[src/hw/rtl/gste_pkg.sv]
// Shared types, widths and constants of the group soft threshold engine.
package gste_pkg;

	// Field widths of the item formats.
	localparam int COEF_W   = 24;
	localparam int THR_W    = 24;
	localparam int FRAC_W   = 16;
	localparam int FACTOR_W = FRAC_W + 1;

	// Shrink factor of exactly one in unsigned 1.16 form.
	localparam logic [FACTOR_W-1:0] ONE_Q16  = FACTOR_W'(1) << FRAC_W;
	localparam logic [FACTOR_W-1:0] ZERO_Q16 = '0;

	// Digit-serial multiplier geometry.
	localparam int MUL_W     = 24;
	localparam int DIGIT_W   = 4;
	localparam int MUL_STEPS = MUL_W / DIGIT_W;

	// Default buffer depth.
	localparam int GROUP_MAX_DEF = 64;

	typedef enum logic [3:0] {
		ST_IDLE,
		ST_SQUARE,
		ST_ROOT_GO,
		ST_ROOT,
		ST_DECIDE,
		ST_DIVIDE,
		ST_EMIT_READ,
		ST_EMIT_MUL,
		ST_EMIT_WAIT,
		ST_EMIT_PUSH
	} state_t;

endpackage

[src/hw/rtl/gste_in_if.sv]
// Input channel of the engine: one coefficient item with its group end mark.
interface gste_in_if;
	logic                                valid;
	logic                                ready;
	logic signed [gste_pkg::COEF_W-1:0]  coefficient;
	logic                                group_end;

	modport source (output valid, output coefficient, output group_end, input ready);
	modport sink   (input valid, input coefficient, input group_end, output ready);
endinterface

[src/hw/rtl/gste_out_if.sv]
// Output channel of the engine: one shrunk element item with its flags.
interface gste_out_if;
	logic                                valid;
	logic                                ready;
	logic signed [gste_pkg::COEF_W-1:0]  shrunk_value;
	logic                                last_of_run;
	logic                                overflow_flag;

	modport source (output valid, output shrunk_value, output last_of_run,
		output overflow_flag, input ready);
	modport sink   (input valid, input shrunk_value, input last_of_run,
		input overflow_flag, output ready);
endinterface

[src/hw/rtl/gste_digit_mul.sv]
// Digit-serial unsigned multiplier, one four-bit digit of the second operand per cycle.
module gste_digit_mul (
	input  logic                           clk,
	input  logic                           arst_n,
	input  logic                           start,
	input  logic [gste_pkg::MUL_W-1:0]     a,
	input  logic [gste_pkg::MUL_W-1:0]     b,
	output logic                           done,
	output logic [2*gste_pkg::MUL_W-1:0]   product
);

	localparam int CNT_W = $clog2(gste_pkg::MUL_STEPS + 1);
	localparam int SUM_W = gste_pkg::MUL_W + gste_pkg::DIGIT_W;

	logic [CNT_W-1:0]              cnt_q;
	logic                          done_q;
	logic [gste_pkg::MUL_W-1:0]    a_q;
	logic [gste_pkg::MUL_W-1:0]    hi_q;
	logic [gste_pkg::MUL_W-1:0]    lo_q;
	logic [SUM_W-1:0]              pp;
	logic [SUM_W-1:0]              step_sum;

	// Partial product of the low digit, added into the upper half.
	assign pp       = a_q * lo_q[gste_pkg::DIGIT_W-1:0];
	assign step_sum = SUM_W'(hi_q) + pp;

	always_ff @(posedge clk or negedge arst_n) begin
		if (!arst_n) begin
			cnt_q  <= '0;
			done_q <= 1'b0;
		end else if (start) begin
			cnt_q  <= CNT_W'(gste_pkg::MUL_STEPS);
			done_q <= 1'b0;
		end else if (cnt_q != '0) begin
			cnt_q  <= cnt_q - CNT_W'(1);
			done_q <= (cnt_q == CNT_W'(1));
		end else begin
			done_q <= 1'b0;
		end
	end

	always_ff @(posedge clk) begin
		if (start) begin
			a_q  <= a;
			hi_q <= '0;
			lo_q <= b;
		end else if (cnt_q != '0) begin
			// The product shifts right one digit while the multiplier digits leave.
			hi_q <= step_sum[SUM_W-1:gste_pkg::DIGIT_W];
			lo_q <= {step_sum[gste_pkg::DIGIT_W-1:0],
				lo_q[gste_pkg::MUL_W-1:gste_pkg::DIGIT_W]};
		end
	end

	assign done    = done_q;
	assign product = {hi_q, lo_q};

endmodule

[src/hw/rtl/gste_isqrt.sv]
// Bit-serial floor square root, one root bit per cycle.
module gste_isqrt #(
	parameter int NORM_W = 27
) (
	input  logic                  clk,
	input  logic                  arst_n,
	input  logic                  start,
	input  logic [2*NORM_W-1:0]   radicand,
	output logic                  done,
	output logic [NORM_W-1:0]     root
);

	localparam int CNT_W = $clog2(NORM_W + 1);

	logic [CNT_W-1:0]     cnt_q;
	logic                 done_q;
	logic [2*NORM_W-1:0]  rad_q;
	logic [NORM_W:0]      rem_q;
	logic [NORM_W-1:0]    root_q;
	logic [NORM_W+2:0]    rem_sh;
	logic [NORM_W+2:0]    trial;
	logic [NORM_W+2:0]    diff;
	logic                 take;

	// Bring down the next two radicand bits and try the next root bit.
	assign rem_sh = {rem_q, rad_q[2*NORM_W-1:2*NORM_W-2]};
	assign trial  = {1'b0, root_q, 2'b01};
	assign take   = (rem_sh >= trial);
	assign diff   = rem_sh - trial;

	always_ff @(posedge clk or negedge arst_n) begin
		if (!arst_n) begin
			cnt_q  <= '0;
			done_q <= 1'b0;
		end else if (start) begin
			cnt_q  <= CNT_W'(NORM_W);
			done_q <= 1'b0;
		end else if (cnt_q != '0) begin
			cnt_q  <= cnt_q - CNT_W'(1);
			done_q <= (cnt_q == CNT_W'(1));
		end else begin
			done_q <= 1'b0;
		end
	end

	always_ff @(posedge clk) begin
		if (start) begin
			rad_q  <= radicand;
			rem_q  <= '0;
			root_q <= '0;
		end else if (cnt_q != '0) begin
			rad_q  <= {rad_q[2*NORM_W-3:0], 2'b00};
			rem_q  <= take ? diff[NORM_W:0] : rem_sh[NORM_W:0];
			root_q <= {root_q[NORM_W-2:0], take};
		end
	end

	assign done = done_q;
	assign root = root_q;

endmodule

[src/hw/rtl/gste_frac_div.sv]
// Bit-serial restoring divider for a proper fraction, one quotient bit per cycle.
module gste_frac_div #(
	parameter int NORM_W = 27
) (
	input  logic                          clk,
	input  logic                          arst_n,
	input  logic                          start,
	input  logic [NORM_W-1:0]             num,
	input  logic [NORM_W-1:0]             den,
	output logic                          done,
	output logic [gste_pkg::FRAC_W-1:0]   quot
);

	localparam int CNT_W = $clog2(gste_pkg::FRAC_W + 1);

	logic [CNT_W-1:0]             cnt_q;
	logic                         done_q;
	logic [NORM_W-1:0]            rem_q;
	logic [NORM_W-1:0]            den_q;
	logic [gste_pkg::FRAC_W-1:0]  quot_q;
	logic [NORM_W:0]              rem_sh;
	logic [NORM_W:0]              diff;
	logic                         take;

	// The numerator stays below the divisor, so each step needs one compare.
	assign rem_sh = {rem_q, 1'b0};
	assign take   = (rem_sh >= {1'b0, den_q});
	assign diff   = rem_sh - {1'b0, den_q};

	always_ff @(posedge clk or negedge arst_n) begin
		if (!arst_n) begin
			cnt_q  <= '0;
			done_q <= 1'b0;
		end else if (start) begin
			cnt_q  <= CNT_W'(gste_pkg::FRAC_W);
			done_q <= 1'b0;
		end else if (cnt_q != '0) begin
			cnt_q  <= cnt_q - CNT_W'(1);
			done_q <= (cnt_q == CNT_W'(1));
		end else begin
			done_q <= 1'b0;
		end
	end

	always_ff @(posedge clk) begin
		if (start) begin
			rem_q  <= num;
			den_q  <= den;
			quot_q <= '0;
		end else if (cnt_q != '0) begin
			rem_q  <= take ? diff[NORM_W-1:0] : rem_sh[NORM_W-1:0];
			quot_q <= {quot_q[gste_pkg::FRAC_W-2:0], take};
		end
	end

	assign done = done_q;
	assign quot = quot_q;

endmodule

[src/hw/rtl/group_soft_threshold_engine_top.sv]
// Top level of the group soft threshold engine: control, element buffer and output register.
// Sequence: a coefficient item that does not close its group is accepted, squared digit by
// digit in the multiplier and accumulated. A closing item then runs the bit-serial root, the
// quotient when the threshold is nonzero and the norm exceeds it, and the emit pass, which
// reads, scales and pushes each buffered element in turn.
// Throughput: one item at a time; the multiplier, root, divider and output stalls set it.
// Reset: arst_n clears the sum, fill count, drop mark, threshold and output valid at once.
module group_soft_threshold_engine_top #(
	parameter int GROUP_MAX = gste_pkg::GROUP_MAX_DEF
) (
	input  logic                         clk,
	input  logic                         arst_n,
	input  logic                         cfg_write_en,
	input  logic [gste_pkg::THR_W-1:0]   cfg_write_data,
	gste_in_if.sink                      coefs,
	gste_out_if.source                   results
);

	// Buffer addressing and the fill count, which must also hold GROUP_MAX itself.
	localparam int IDX_W  = (GROUP_MAX > 1) ? $clog2(GROUP_MAX) : 1;
	localparam int CNT_W  = $clog2(GROUP_MAX + 1);
	// A square is at most 2^46; the sum grows by the log of the depth.
	localparam int SUM_W  = 2 * gste_pkg::COEF_W - 1 + $clog2(GROUP_MAX);
	localparam int SQ_W   = SUM_W + (SUM_W % 2);
	localparam int NORM_W = SQ_W / 2;
	localparam int PROD_W = 2 * gste_pkg::MUL_W;

	gste_pkg::state_t state_q, state_d;

	// Element buffer with a registered read port.
	logic signed [gste_pkg::COEF_W-1:0] buffer_mem [GROUP_MAX];
	logic signed [gste_pkg::COEF_W-1:0] rd_q;

	logic [gste_pkg::THR_W-1:0]      thr_q;
	logic [SUM_W-1:0]                sum_q;
	logic [CNT_W-1:0]                fill_q;
	logic                            dropped_q;
	logic                            close_q;
	logic [CNT_W-1:0]                idx_q;
	logic [NORM_W-1:0]               norm_q;
	logic [gste_pkg::FACTOR_W-1:0]   factor_q;
	logic                            sign_q;
	logic [gste_pkg::COEF_W-1:0]     val_q;

	// Output register.
	logic                            out_valid_q;
	logic [gste_pkg::COEF_W-1:0]     out_val_q;
	logic                            out_last_q;
	logic                            out_ovf_q;

	logic                            accept;
	logic                            full;
	logic                            slot_free;
	logic                            emit_last;
	logic                            norm_gt;
	logic [NORM_W-1:0]               thr_ext;
	logic [gste_pkg::MUL_W-1:0]      in_mag;
	logic [gste_pkg::MUL_W-1:0]      rd_mag;
	logic [gste_pkg::COEF_W-1:0]     prod_mag;

	logic                            coefs_ready;
	logic                            mul_start;
	logic [gste_pkg::MUL_W-1:0]      mul_a;
	logic [gste_pkg::MUL_W-1:0]      mul_b;
	logic                            mul_done;
	logic [PROD_W-1:0]               mul_prod;
	logic                            sqrt_start;
	logic                            sqrt_done;
	logic [NORM_W-1:0]               sqrt_root;
	logic                            div_start;
	logic                            div_done;
	logic [gste_pkg::FRAC_W-1:0]     div_quot;
	logic                            out_load;

	assign accept    = coefs.valid && coefs_ready;
	assign full      = (fill_q == CNT_W'(GROUP_MAX));
	assign slot_free = !out_valid_q || results.ready;
	assign emit_last = ((idx_q + CNT_W'(1)) == fill_q);
	assign thr_ext   = NORM_W'(thr_q);
	assign norm_gt   = (norm_q > thr_ext);

	// Magnitudes of the incoming and the buffered element; the most negative code
	// maps onto 2^23, which still fits the unsigned operand.
	assign in_mag   = coefs.coefficient[gste_pkg::COEF_W-1]
		? gste_pkg::MUL_W'(-coefs.coefficient) : gste_pkg::MUL_W'(coefs.coefficient);
	assign rd_mag   = rd_q[gste_pkg::COEF_W-1]
		? gste_pkg::MUL_W'(-rd_q) : gste_pkg::MUL_W'(rd_q);
	assign prod_mag = mul_prod[gste_pkg::FRAC_W +: gste_pkg::COEF_W];

	// The multiplier is shared: it squares arriving elements and scales buffered ones.
	gste_digit_mul u_mul (
		.clk     (clk),
		.arst_n  (arst_n),
		.start   (mul_start),
		.a       (mul_a),
		.b       (mul_b),
		.done    (mul_done),
		.product (mul_prod)
	);

	gste_isqrt #(
		.NORM_W (NORM_W)
	) u_isqrt (
		.clk      (clk),
		.arst_n   (arst_n),
		.start    (sqrt_start),
		.radicand (SQ_W'(sum_q)),
		.done     (sqrt_done),
		.root     (sqrt_root)
	);

	// The quotient (norm - threshold) / norm is a proper fraction when 0 < threshold < norm.
	gste_frac_div #(
		.NORM_W (NORM_W)
	) u_div (
		.clk    (clk),
		.arst_n (arst_n),
		.start  (div_start),
		.num    (norm_q - thr_ext),
		.den    (norm_q),
		.done   (div_done),
		.quot   (div_quot)
	);

	always_ff @(posedge clk or negedge arst_n) begin
		if (!arst_n) begin
			state_q <= gste_pkg::ST_IDLE;
		end else begin
			state_q <= state_d;
		end
	end

	// Sequencer: one item is taken in idle, then the units run in turn.
	always_comb begin
		state_d     = state_q;
		coefs_ready = 1'b0;
		mul_start   = 1'b0;
		mul_a       = in_mag;
		mul_b       = in_mag;
		sqrt_start  = 1'b0;
		div_start   = 1'b0;
		out_load    = 1'b0;
		case (state_q)
			gste_pkg::ST_IDLE: begin
				coefs_ready = 1'b1;
				if (coefs.valid) begin
					if (!full) begin
						mul_start = 1'b1;
						state_d   = gste_pkg::ST_SQUARE;
					end else if (coefs.group_end) begin
						// A dropped element still closes the group.
						state_d = gste_pkg::ST_ROOT_GO;
					end
				end
			end
			gste_pkg::ST_SQUARE: begin
				if (mul_done) begin
					state_d = close_q ? gste_pkg::ST_ROOT_GO : gste_pkg::ST_IDLE;
				end
			end
			gste_pkg::ST_ROOT_GO: begin
				sqrt_start = 1'b1;
				state_d    = gste_pkg::ST_ROOT;
			end
			gste_pkg::ST_ROOT: begin
				if (sqrt_done) begin
					state_d = gste_pkg::ST_DECIDE;
				end
			end
			gste_pkg::ST_DECIDE: begin
				if (norm_gt && (thr_q != '0)) begin
					div_start = 1'b1;
					state_d   = gste_pkg::ST_DIVIDE;
				end else begin
					state_d = gste_pkg::ST_EMIT_READ;
				end
			end
			gste_pkg::ST_DIVIDE: begin
				if (div_done) begin
					state_d = gste_pkg::ST_EMIT_READ;
				end
			end
			gste_pkg::ST_EMIT_READ: begin
				state_d = gste_pkg::ST_EMIT_MUL;
			end
			gste_pkg::ST_EMIT_MUL: begin
				mul_start = 1'b1;
				mul_a     = rd_mag;
				mul_b     = gste_pkg::MUL_W'(factor_q);
				state_d   = gste_pkg::ST_EMIT_WAIT;
			end
			gste_pkg::ST_EMIT_WAIT: begin
				if (mul_done) begin
					state_d = gste_pkg::ST_EMIT_PUSH;
				end
			end
			gste_pkg::ST_EMIT_PUSH: begin
				if (slot_free) begin
					out_load = 1'b1;
					state_d  = emit_last ? gste_pkg::ST_IDLE : gste_pkg::ST_EMIT_READ;
				end
			end
			default: begin
				state_d = gste_pkg::ST_IDLE;
			end
		endcase
	end

	// Threshold register.
	always_ff @(posedge clk or negedge arst_n) begin
		if (!arst_n) begin
			thr_q <= '0;
		end else if (cfg_write_en) begin
			thr_q <= cfg_write_data;
		end
	end

	// Group state: sum of squares, fill count, drop mark and emit index.
	always_ff @(posedge clk or negedge arst_n) begin
		if (!arst_n) begin
			sum_q     <= '0;
			fill_q    <= '0;
			dropped_q <= 1'b0;
			close_q   <= 1'b0;
			idx_q     <= '0;
		end else begin
			if (accept) begin
				close_q <= coefs.group_end;
				if (full) begin
					dropped_q <= 1'b1;
				end else begin
					fill_q <= fill_q + CNT_W'(1);
				end
			end
			if ((state_q == gste_pkg::ST_SQUARE) && mul_done) begin
				sum_q <= sum_q + SUM_W'(mul_prod);
			end
			if (state_q == gste_pkg::ST_DECIDE) begin
				idx_q <= '0;
			end
			if (out_load) begin
				idx_q <= idx_q + CNT_W'(1);
				if (emit_last) begin
					sum_q     <= '0;
					fill_q    <= '0;
					dropped_q <= 1'b0;
				end
			end
		end
	end

	// Element buffer: written at the fill count, read at the emit index.
	always_ff @(posedge clk) begin
		if (accept && !full) begin
			buffer_mem[fill_q[IDX_W-1:0]] <= coefs.coefficient;
		end
		rd_q <= buffer_mem[idx_q[IDX_W-1:0]];
	end

	// Norm, shrink factor and the scaled element.
	always_ff @(posedge clk) begin
		if (sqrt_done) begin
			norm_q <= sqrt_root;
		end
		if (state_q == gste_pkg::ST_DECIDE) begin
			// A zero threshold passes elements through; a norm at or below it zeroes them.
			factor_q <= (norm_gt && (thr_q == '0)) ? gste_pkg::ONE_Q16 : gste_pkg::ZERO_Q16;
		end
		if (div_done) begin
			factor_q <= {1'b0, div_quot};
		end
		if (state_q == gste_pkg::ST_EMIT_MUL) begin
			sign_q <= rd_q[gste_pkg::COEF_W-1];
		end
		if ((state_q == gste_pkg::ST_EMIT_WAIT) && mul_done) begin
			// Truncation toward zero: scale the magnitude, then restore the sign.
			val_q <= sign_q ? (gste_pkg::COEF_W'(0) - prod_mag) : prod_mag;
		end
	end

	// Output register: it frees the input side as soon as the last result is loaded.
	always_ff @(posedge clk or negedge arst_n) begin
		if (!arst_n) begin
			out_valid_q <= 1'b0;
		end else if (out_load) begin
			out_valid_q <= 1'b1;
		end else if (results.ready) begin
			out_valid_q <= 1'b0;
		end
	end

	always_ff @(posedge clk) begin
		if (out_load) begin
			out_val_q  <= val_q;
			out_last_q <= emit_last;
			out_ovf_q  <= dropped_q;
		end
	end

	assign coefs.ready           = coefs_ready;
	assign results.valid         = out_valid_q;
	assign results.shrunk_value  = out_val_q;
	assign results.last_of_run   = out_last_q;
	assign results.overflow_flag = out_ovf_q;

	// A result is never loaded over one that is still waiting.
	a_no_overwrite: assert property (@(posedge clk) disable iff (!arst_n)
		(out_valid_q && !results.ready) |-> !out_load)
		else $error("output register overwritten while full");

	// The fill count never passes the buffer depth.
	a_fill_bound: assert property (@(posedge clk) disable iff (!arst_n)
		fill_q <= CNT_W'(GROUP_MAX))
		else $error("fill count beyond buffer depth");

	// The shared multiplier finishes only where the sequencer waits for it.
	a_mul_owner: assert property (@(posedge clk) disable iff (!arst_n)
		mul_done |-> (state_q == gste_pkg::ST_SQUARE || state_q == gste_pkg::ST_EMIT_WAIT))
		else $error("multiplier result with no consumer");

	// The shrink factor never exceeds one during the emit pass.
	a_factor_bound: assert property (@(posedge clk) disable iff (!arst_n)
		(state_q == gste_pkg::ST_EMIT_MUL) |-> (factor_q <= gste_pkg::ONE_Q16))
		else $error("shrink factor above one");

	// Loading the last result of a group empties the group state.
	a_group_clear: assert property (@(posedge clk) disable iff (!arst_n)
		(out_load && emit_last) |=> (fill_q == '0 && sum_q == '0 && !dropped_q))
		else $error("group state not cleared after emit");

endmodule
[src/flat_wrapper.sv]
// flat-port wrapper written by rule: the top's interface ports become plain ports
module group_soft_threshold_engine_top_flat 
#(
	parameter int GROUP_MAX = gste_pkg::GROUP_MAX_DEF
)
  (clk, arst_n, cfg_write_en, cfg_write_data, coefs_valid, coefs_coefficient, coefs_group_end, coefs_ready, results_valid, results_shrunk_value, results_last_of_run, results_overflow_flag, results_ready);
  gste_in_if coefs_i ();
  gste_out_if results_i ();
  input  logic clk;
  input  logic arst_n;
  input  logic cfg_write_en;
  input  logic [gste_pkg::THR_W-1:0] cfg_write_data;
  input wire logic [$bits(coefs_i.valid)-1:0] coefs_valid;
  input wire logic [$bits(coefs_i.coefficient)-1:0] coefs_coefficient;
  input wire logic [$bits(coefs_i.group_end)-1:0] coefs_group_end;
  output wire logic [$bits(coefs_i.ready)-1:0] coefs_ready;
  output wire logic [$bits(results_i.valid)-1:0] results_valid;
  output wire logic [$bits(results_i.shrunk_value)-1:0] results_shrunk_value;
  output wire logic [$bits(results_i.last_of_run)-1:0] results_last_of_run;
  output wire logic [$bits(results_i.overflow_flag)-1:0] results_overflow_flag;
  input wire logic [$bits(results_i.ready)-1:0] results_ready;
  assign coefs_i.valid = coefs_valid;
  assign coefs_i.coefficient = coefs_coefficient;
  assign coefs_i.group_end = coefs_group_end;
  assign coefs_ready = coefs_i.ready;
  assign results_valid = results_i.valid;
  assign results_shrunk_value = results_i.shrunk_value;
  assign results_last_of_run = results_i.last_of_run;
  assign results_overflow_flag = results_i.overflow_flag;
  assign results_i.ready = results_ready;
  group_soft_threshold_engine_top #(.GROUP_MAX(GROUP_MAX)) u_core (.clk(clk), .arst_n(arst_n), .cfg_write_en(cfg_write_en), .cfg_write_data(cfg_write_data), .coefs(coefs_i), .results(results_i));
endmodule
[config.mk]
export PLATFORM = sky130hd
export DESIGN_NAME = group_soft_threshold_engine_top_flat
export DESIGN_NICKNAME = d
export VERILOG_FILES = /design/src/hw/rtl/gste_pkg.sv /design/src/hw/rtl/gste_in_if.sv /design/src/hw/rtl/gste_out_if.sv /design/src/hw/rtl/gste_digit_mul.sv /design/src/hw/rtl/gste_isqrt.sv /design/src/hw/rtl/gste_frac_div.sv /design/src/hw/rtl/group_soft_threshold_engine_top.sv /design/src/flat_wrapper.sv
export SDC_FILE = /design/constraint.sdc
export NUM_CORES = 2
export LEC_CHECK = 0
export BUFFER_PORTS_ARGS = -buffer_cell sky130_fd_sc_hd__buf_2
export CAP_MARGIN = 5
export CELL_PAD_IN_SITES_DETAIL_PLACEMENT = 1
export CELL_PAD_IN_SITES_GLOBAL_PLACEMENT = 1
export CORE_MARGIN = 2
export CORE_UTILIZATION = 34
export CTS_CLUSTER_SIZE = 28
export DETAILED_ROUTE_END_ITERATION = 8
export GPL_TIMING_DRIVEN = 0
export PLACE_DENSITY = 0.55
export SYNTH_ARGS = -nofsm -noshare
export SYNTH_HDL_FRONTEND = slang
export SYNTH_SLANG_ARGS = --single-unit
[constraint.sdc]
create_clock -name clk -period 4.81 [get_ports clk]
set_input_delay 0.7215 -clock clk [delete_from_list [all_inputs] [get_ports clk]]
set_output_delay 0.7215 -clock clk [all_outputs]
set_load 0.01 [all_outputs]
==> reports/summary.json <==
{
  "synth_area_per_cell": {"value": 15.8, "unit": "µm²"},
  "max_slew.worst_pin.slew": {"value": 1.30, "unit": "ns"},
  "cts_tree": {"value": "done"},
  "drt_iter0_drc": {"value": 4418},
  "post_synth_instance_area": {"value": 0.0894, "unit": "mm²"},
  "worst_path_largest_cell_delay": {"value": 0.62, "unit": "ns"},
  "ys.warnings.count": {"value": 0},
  "synth_nets": {"value": 5961},
  "cellPowerDensity": {"value": 639, "unit": "mW/mm²"},
  "globalRouteOverflowTotal": {"value": 0},
  "global_route.usage.total": {"value": 19.9, "unit": "%"},
  "setup_viol_count_final": {"value": 0},
  "finalNetCount": {"value": 6357},
  "drt-pass1-iter-count": {"value": 7},
  "synth.ff_latch_count": {"value": 2020},
  "multi_input_area": {"value": 0.0291, "unit": "mm²"},
  "place.detailed.instances": {"value": 9319},
  "ctsRootBufferMaster": {"value": "sky130_fd_sc_hd__clkbuf_16"},
  "critical-path-top-cell-by-count": {"value": "sky130_fd_sc_hd__fa_1"},
  "power_switching_share": {"value": 36.8, "unit": "%"},
  "timing.critical_path.arrival": {"value": 5.49, "unit": "ns"},
  "min-delay-path-class": {"value": "input port to flip-flop"},
  "r2r_start": {"value": "u_core.u_mul.lo_q[2]"},
  "cts_buffer_depth": {"value": 3},
  "min_delay_path_depth": {"value": 2},
  "antenna_left": {"value": 0},
  "synth_top_cell_by_area": {"value": "sky130_fd_sc_hd__edfxtp_1"},
  "layout.filler_cells": {"value": 26200},
  "die-area": {"value": 0.267, "unit": "mm²"},
  "r2r_setup_slack": {"value": 0.03, "unit": "ns"},
  "layout_min_cycle_time": {"value": 4.78, "unit": "ns"},
  "layout-drive-gt1-share": {"value": 19.4, "unit": "%"},
  "synth_seq_area_share": {"value": 65.9, "unit": "%"},
  "critPathCaptureType": {"value": "flip-flop"},
  "finish.utilization": {"value": 39.7, "unit": "%"},
  "power.clock.fraction": {"value": 25.5, "unit": "%"},
  "sequential_cell_area": {"value": 0.0589, "unit": "mm²"},
  "crit_path_class": {"value": "flip-flop to flip-flop"},
  "antenna_violations_before_repair": {"value": 17},
  "core-area": {"value": 0.262, "unit": "mm²"},
  "gpl.final_weighted_congestion": {"value": 0.843},
  "leakage": {"value": 35.1, "unit": "nW"},
  "cts-htree-levels": {"value": 4},
  "timing.clock.skew": {"value": 0.0703, "unit": "ns"},
  "critical_path.reg2reg.endpoint": {"value": "u_core.u_mul.hi_q[18]"},
  "core.rowCount": {"value": 188},
  "final.period_utilization": {"value": 99.4, "unit": "%"},
  "seq_power_share": {"value": 34.3, "unit": "%"},
  "r2r.worst_path.cells": {"value": 17},
  "ordered_cell_list_for_the_critical_path": {"value": "buf_8 -> and2_4 -> fa_1 -> fa_1 -> inv_1 -> fa_1 -> inv_2 -> ha_4 -> a21o_1 -> a21o_1 -> a211o_1 -> a31oi_4 -> o31ai_4 -> a211oi_2 -> o21bai_1 -> xor2_1 -> a22o_1"},
  "postSynth.topFlopCell": {"value": "sky130_fd_sc_hd__edfxtp_1"},
  "detail_route.drc_violations": {"value": 0},
  "syn_to_final_growth": {"value": 16.2, "unit": "%"},
  "route.detailed.vias_per_inst": {"value": 5.26},
  "dieWidth": {"value": 517, "unit": "µm"},
  "irDropWorstVdd": {"value": 0.496, "unit": "mV"},
  "netlist-cell-type-count": {"value": 91},
  "max_clock_freq": {"value": 0.209, "unit": "GHz"},
  "internal_power": {"value": 42.0, "unit": "mW"},
  "wl": {"value": 266000, "unit": "µm"},
  "path_clk_slew": {"value": 0.06, "unit": "ns"},
  "fraction_of_power_consumed_by_combinational_cells": {"value": 40.1, "unit": "%"},
  "grt_max_degree": {"value": 82},
  "timing.hold.worst.start": {"value": "cfg_write_data[0]"},
  "dieHeight": {"value": 517, "unit": "µm"},
  "initial_utilization": {"value": 34.1, "unit": "%"},
  "worstSkewPairLatency": {"value": 0.88, "unit": "ns"},
  "rsz0062_at_grt": {"value": "yes"},
  "whs_endpoint": {"value": "u_core.thr_q[0]"},
  "buffer_ports.inserted": {"value": 80},
  "synth-async-reset-ratio": {"value": 5.64, "unit": "%"},
  "maxSlewViolCount": {"value": 0},
  "synth.top_cell.area_share": {"value": 60.0, "unit": "%"},
  "timing.setup.tns": {"value": 0, "unit": "ns"},
  "cts_inserted_buffers": {"value": 217},
  "first_pass_grt_wire_length": {"value": 386000, "unit": "µm"},
  "ys_top_cells_by_area": {"value": "sky130_fd_sc_hd__edfxtp_1 (60%), sky130_fd_sc_hd__mux4_2 (13%), sky130_fd_sc_hd__dfrtp_1 (3.2%)"},
  "timing.max_slew.rel_slack": {"value": 13.0, "unit": "%"},
  "io_pins": {"value": 82},
  "syn_inst": {"value": 5658},
  "worstSetupStartpointType": {"value": "flip-flop"},
  "result_of_the_run": {"value": "finished, final reports clean"},
  "final-hold-violation-count": {"value": 0},
  "wl_per_cell": {"value": 27.2, "unit": "µm"},
  "synth_edf_count": {"value": 1785},
  "power.net_switching": {"value": 24.4, "unit": "mW"},
  "finish.cell_count_without_fillers": {"value": 9770},
  "max-cap-violations": {"value": 0},
  "critical_path.max_fanout": {"value": 6},
  "numClockSinks": {"value": 2020},
  "first_global_vias": {"value": 54000},
  "worstPathRequired": {"value": 5.52, "unit": "ns"},
  "detailroute.via_count": {"value": 51300},
  "critPathSlowestCell": {"value": "sky130_fd_sc_hd__fa_1"},
  "dp_hpwl": {"value": 187000, "unit": "µm"}
}
cells in the final DEF, fill, tap and decap left out, types with 34 or more instances in the layout:
cell                        instances
sky130_fd_sc_hd__clkbuf_16        222
sky130_fd_sc_hd__dfxtp_1          121
sky130_fd_sc_hd__nor3_1            45
sky130_fd_sc_hd__nand2_1          547
sky130_fd_sc_hd__edfxtp_1        1785
sky130_fd_sc_hd__buf_12            36
sky130_fd_sc_hd__clkinv_2          41
sky130_fd_sc_hd__nand3_1           61
sky130_fd_sc_hd__a211oi_1          34
sky130_fd_sc_hd__clkbuf_1         227
sky130_fd_sc_hd__dfrtp_1          114
sky130_fd_sc_hd__a21o_1            92
sky130_fd_sc_hd__ha_1             171
sky130_fd_sc_hd__mux2i_1           38
sky130_fd_sc_hd__and2_1           114
sky130_fd_sc_hd__nor2_1           202
sky130_fd_sc_hd__xor2_1            83
sky130_fd_sc_hd__buf_2            109
sky130_fd_sc_hd__a21oi_1          322
sky130_fd_sc_hd__clkinv_1          37
sky130_fd_sc_hd__fa_1              70
sky130_fd_sc_hd__nor2_4            59
sky130_fd_sc_hd__o21ai_0          186
sky130_fd_sc_hd__buf_4             50
sky130_fd_sc_hd__inv_1            243
sky130_fd_sc_hd__xnor2_1          123
sky130_fd_sc_hd__mux4_2           504
worst max-delay path: cells and delay by family (launching register included):
kind | cells | cell delay, ns
adder cells (fa/ha/maj) | 4 | 1.82
AO/OA/AOI/OAI | 8 | 1.65
flip-flops | 1 | 0.55
buffers and inverters | 3 | 0.33
XOR/XNOR | 1 | 0.15
AND/OR/NAND/NOR | 1 | 0.13
per-layer routing:
metal  vias up  share of wire (%)  routed length, µm  GRT usage (%)
li1      22600                  -                  -              -
met1     27300                 45             119000           27.7
met2      1114                 48             128000           32.7
met3       309                4.6              12200           2.85
met4        10                2.4               6390           4.95
met5         -              0.024                 63              0
metrics by stage:
stage | setup slack (ns) | hold slack, ns | cell area (µm²) | power, mW
floorplan | 0.156 | 0.400 | 89400 | 40.4
global placement | -2.48 | 0.409 | 94200 | 47.9
detailed placement | -0.719 | 0.406 | 96000 | 48.4
CTS | 0.0185 | 0.00465 | 104000 | 66.3
global route | -0.103 | 0.0268 | 104000 | 70.6
finish | 0.0268 | 0.0797 | 104000 | 66.4
flip-flops by register name (all words and copies together) (netlist names), 16 cells and up:
signal	count
u_core.buffer_mem	1536
u_core.u_isqrt.rad_q	54
u_core.sum_q	53
u_core.u_isqrt.rem_q	28
u_core.norm_q	27
u_core.u_div.den_q	27
u_core.u_div.rem_q	27
u_core.u_isqrt.root	27
u_core.rd_q	24
u_core.results.shrunk_value	24
u_core.thr_q	24
u_core.u_mul.a_q	24
u_core.u_mul.hi_q	24
u_core.u_mul.lo_q	24
u_core.val_q	24
u_core.factor_q	17
u_core.u_div.quot	16
worst max path at each step:
stage / start / end / slack, ns
global route: u_core.u_mul.lo_q[1] / u_core.u_mul.hi_q[21] / -0.10
floorplan: u_core.state_q[0] / u_core.buffer_mem[17][0] / 0.16
detailed placement: u_core.u_mul.lo_q[1] / u_core.u_mul.hi_q[23] / -0.72
global placement: u_core.state_q[0] / u_core.buffer_mem[17][15] / -2.48
finish: u_core.u_mul.lo_q[2] / u_core.u_mul.hi_q[18] / 0.03
CTS: u_core.u_mul.lo_q[1] / u_core.u_mul.hi_q[20] / 0.02
cell families after synthesis:
logic type | Yosys count | share of synthesized area (%)
and+or+nand+nor | 1244 | 6.43
xor gates and xnor gates | 207 | 2.03
muxes | 550 | 13.2
buffers and inverters | 516 | 2.34
DFF | 2020 | 65.9
AOI/OAI and AO/OA | 872 | 6.02
adders and majority gates | 249 | 4.07
repair_timing:
item,4_1_cts,5_1_grt
endpoints found under the hold margin,37,0
pin swaps,11,17
gates resized for setup,30,29
setup endpoints to repair,14,9
hold buffers,5,0
setup buffers,17,6
cloned,0,0
area by class of cell:
type	instances	share of cell area [%]
clock buffer	279	5.64
timing repair buffer	178	2.02
sequential	2020	56.7
antenna	11	0.0265
clock inverter	130	1.35
tap	3515	4.23
inverter	246	0.889
multi-input combinational	3122	28.0
buffer	269	1.16
cells in the mapped netlist, drive strengths merged, types with 8 or more instances:
master	instances
a31oi	32
inv	246
nand4	28
mux2i	38
o21a	17
clkbuf	190
nand3	61
buf	80
o21ai	220
xor2	83
or4	11
o31ai	31
or3	31
nand2	549
edfxtp	1785
o21bai	16
mux4	504
a21o	92
o211ai	20
nor3	51
nand3b	9
dfxtp	121
mux2	8
a211o	10
nand2b	26
a21oi	324
a211oi	39
nor2b	18
xnor2	124
fa	70
dfrtp	114
and2	116
nor4	18
nor2	264
ha	179
and3	30
nor3b	8
o41ai	11
power by group through the flow:
stage	clock, mW	combinational [mW]	sequential (mW)
5_1_grt	18.0	29.6	23.0
6_report	17.0	26.7	22.8
3_3_place_gp	0	24.8	23.2
4_1_cts	17.4	26.1	22.8
3_5_place_dp	0	25.2	23.2
2_1_floorplan	0	18.0	22.4
Power figures use the tool's default switching activity.
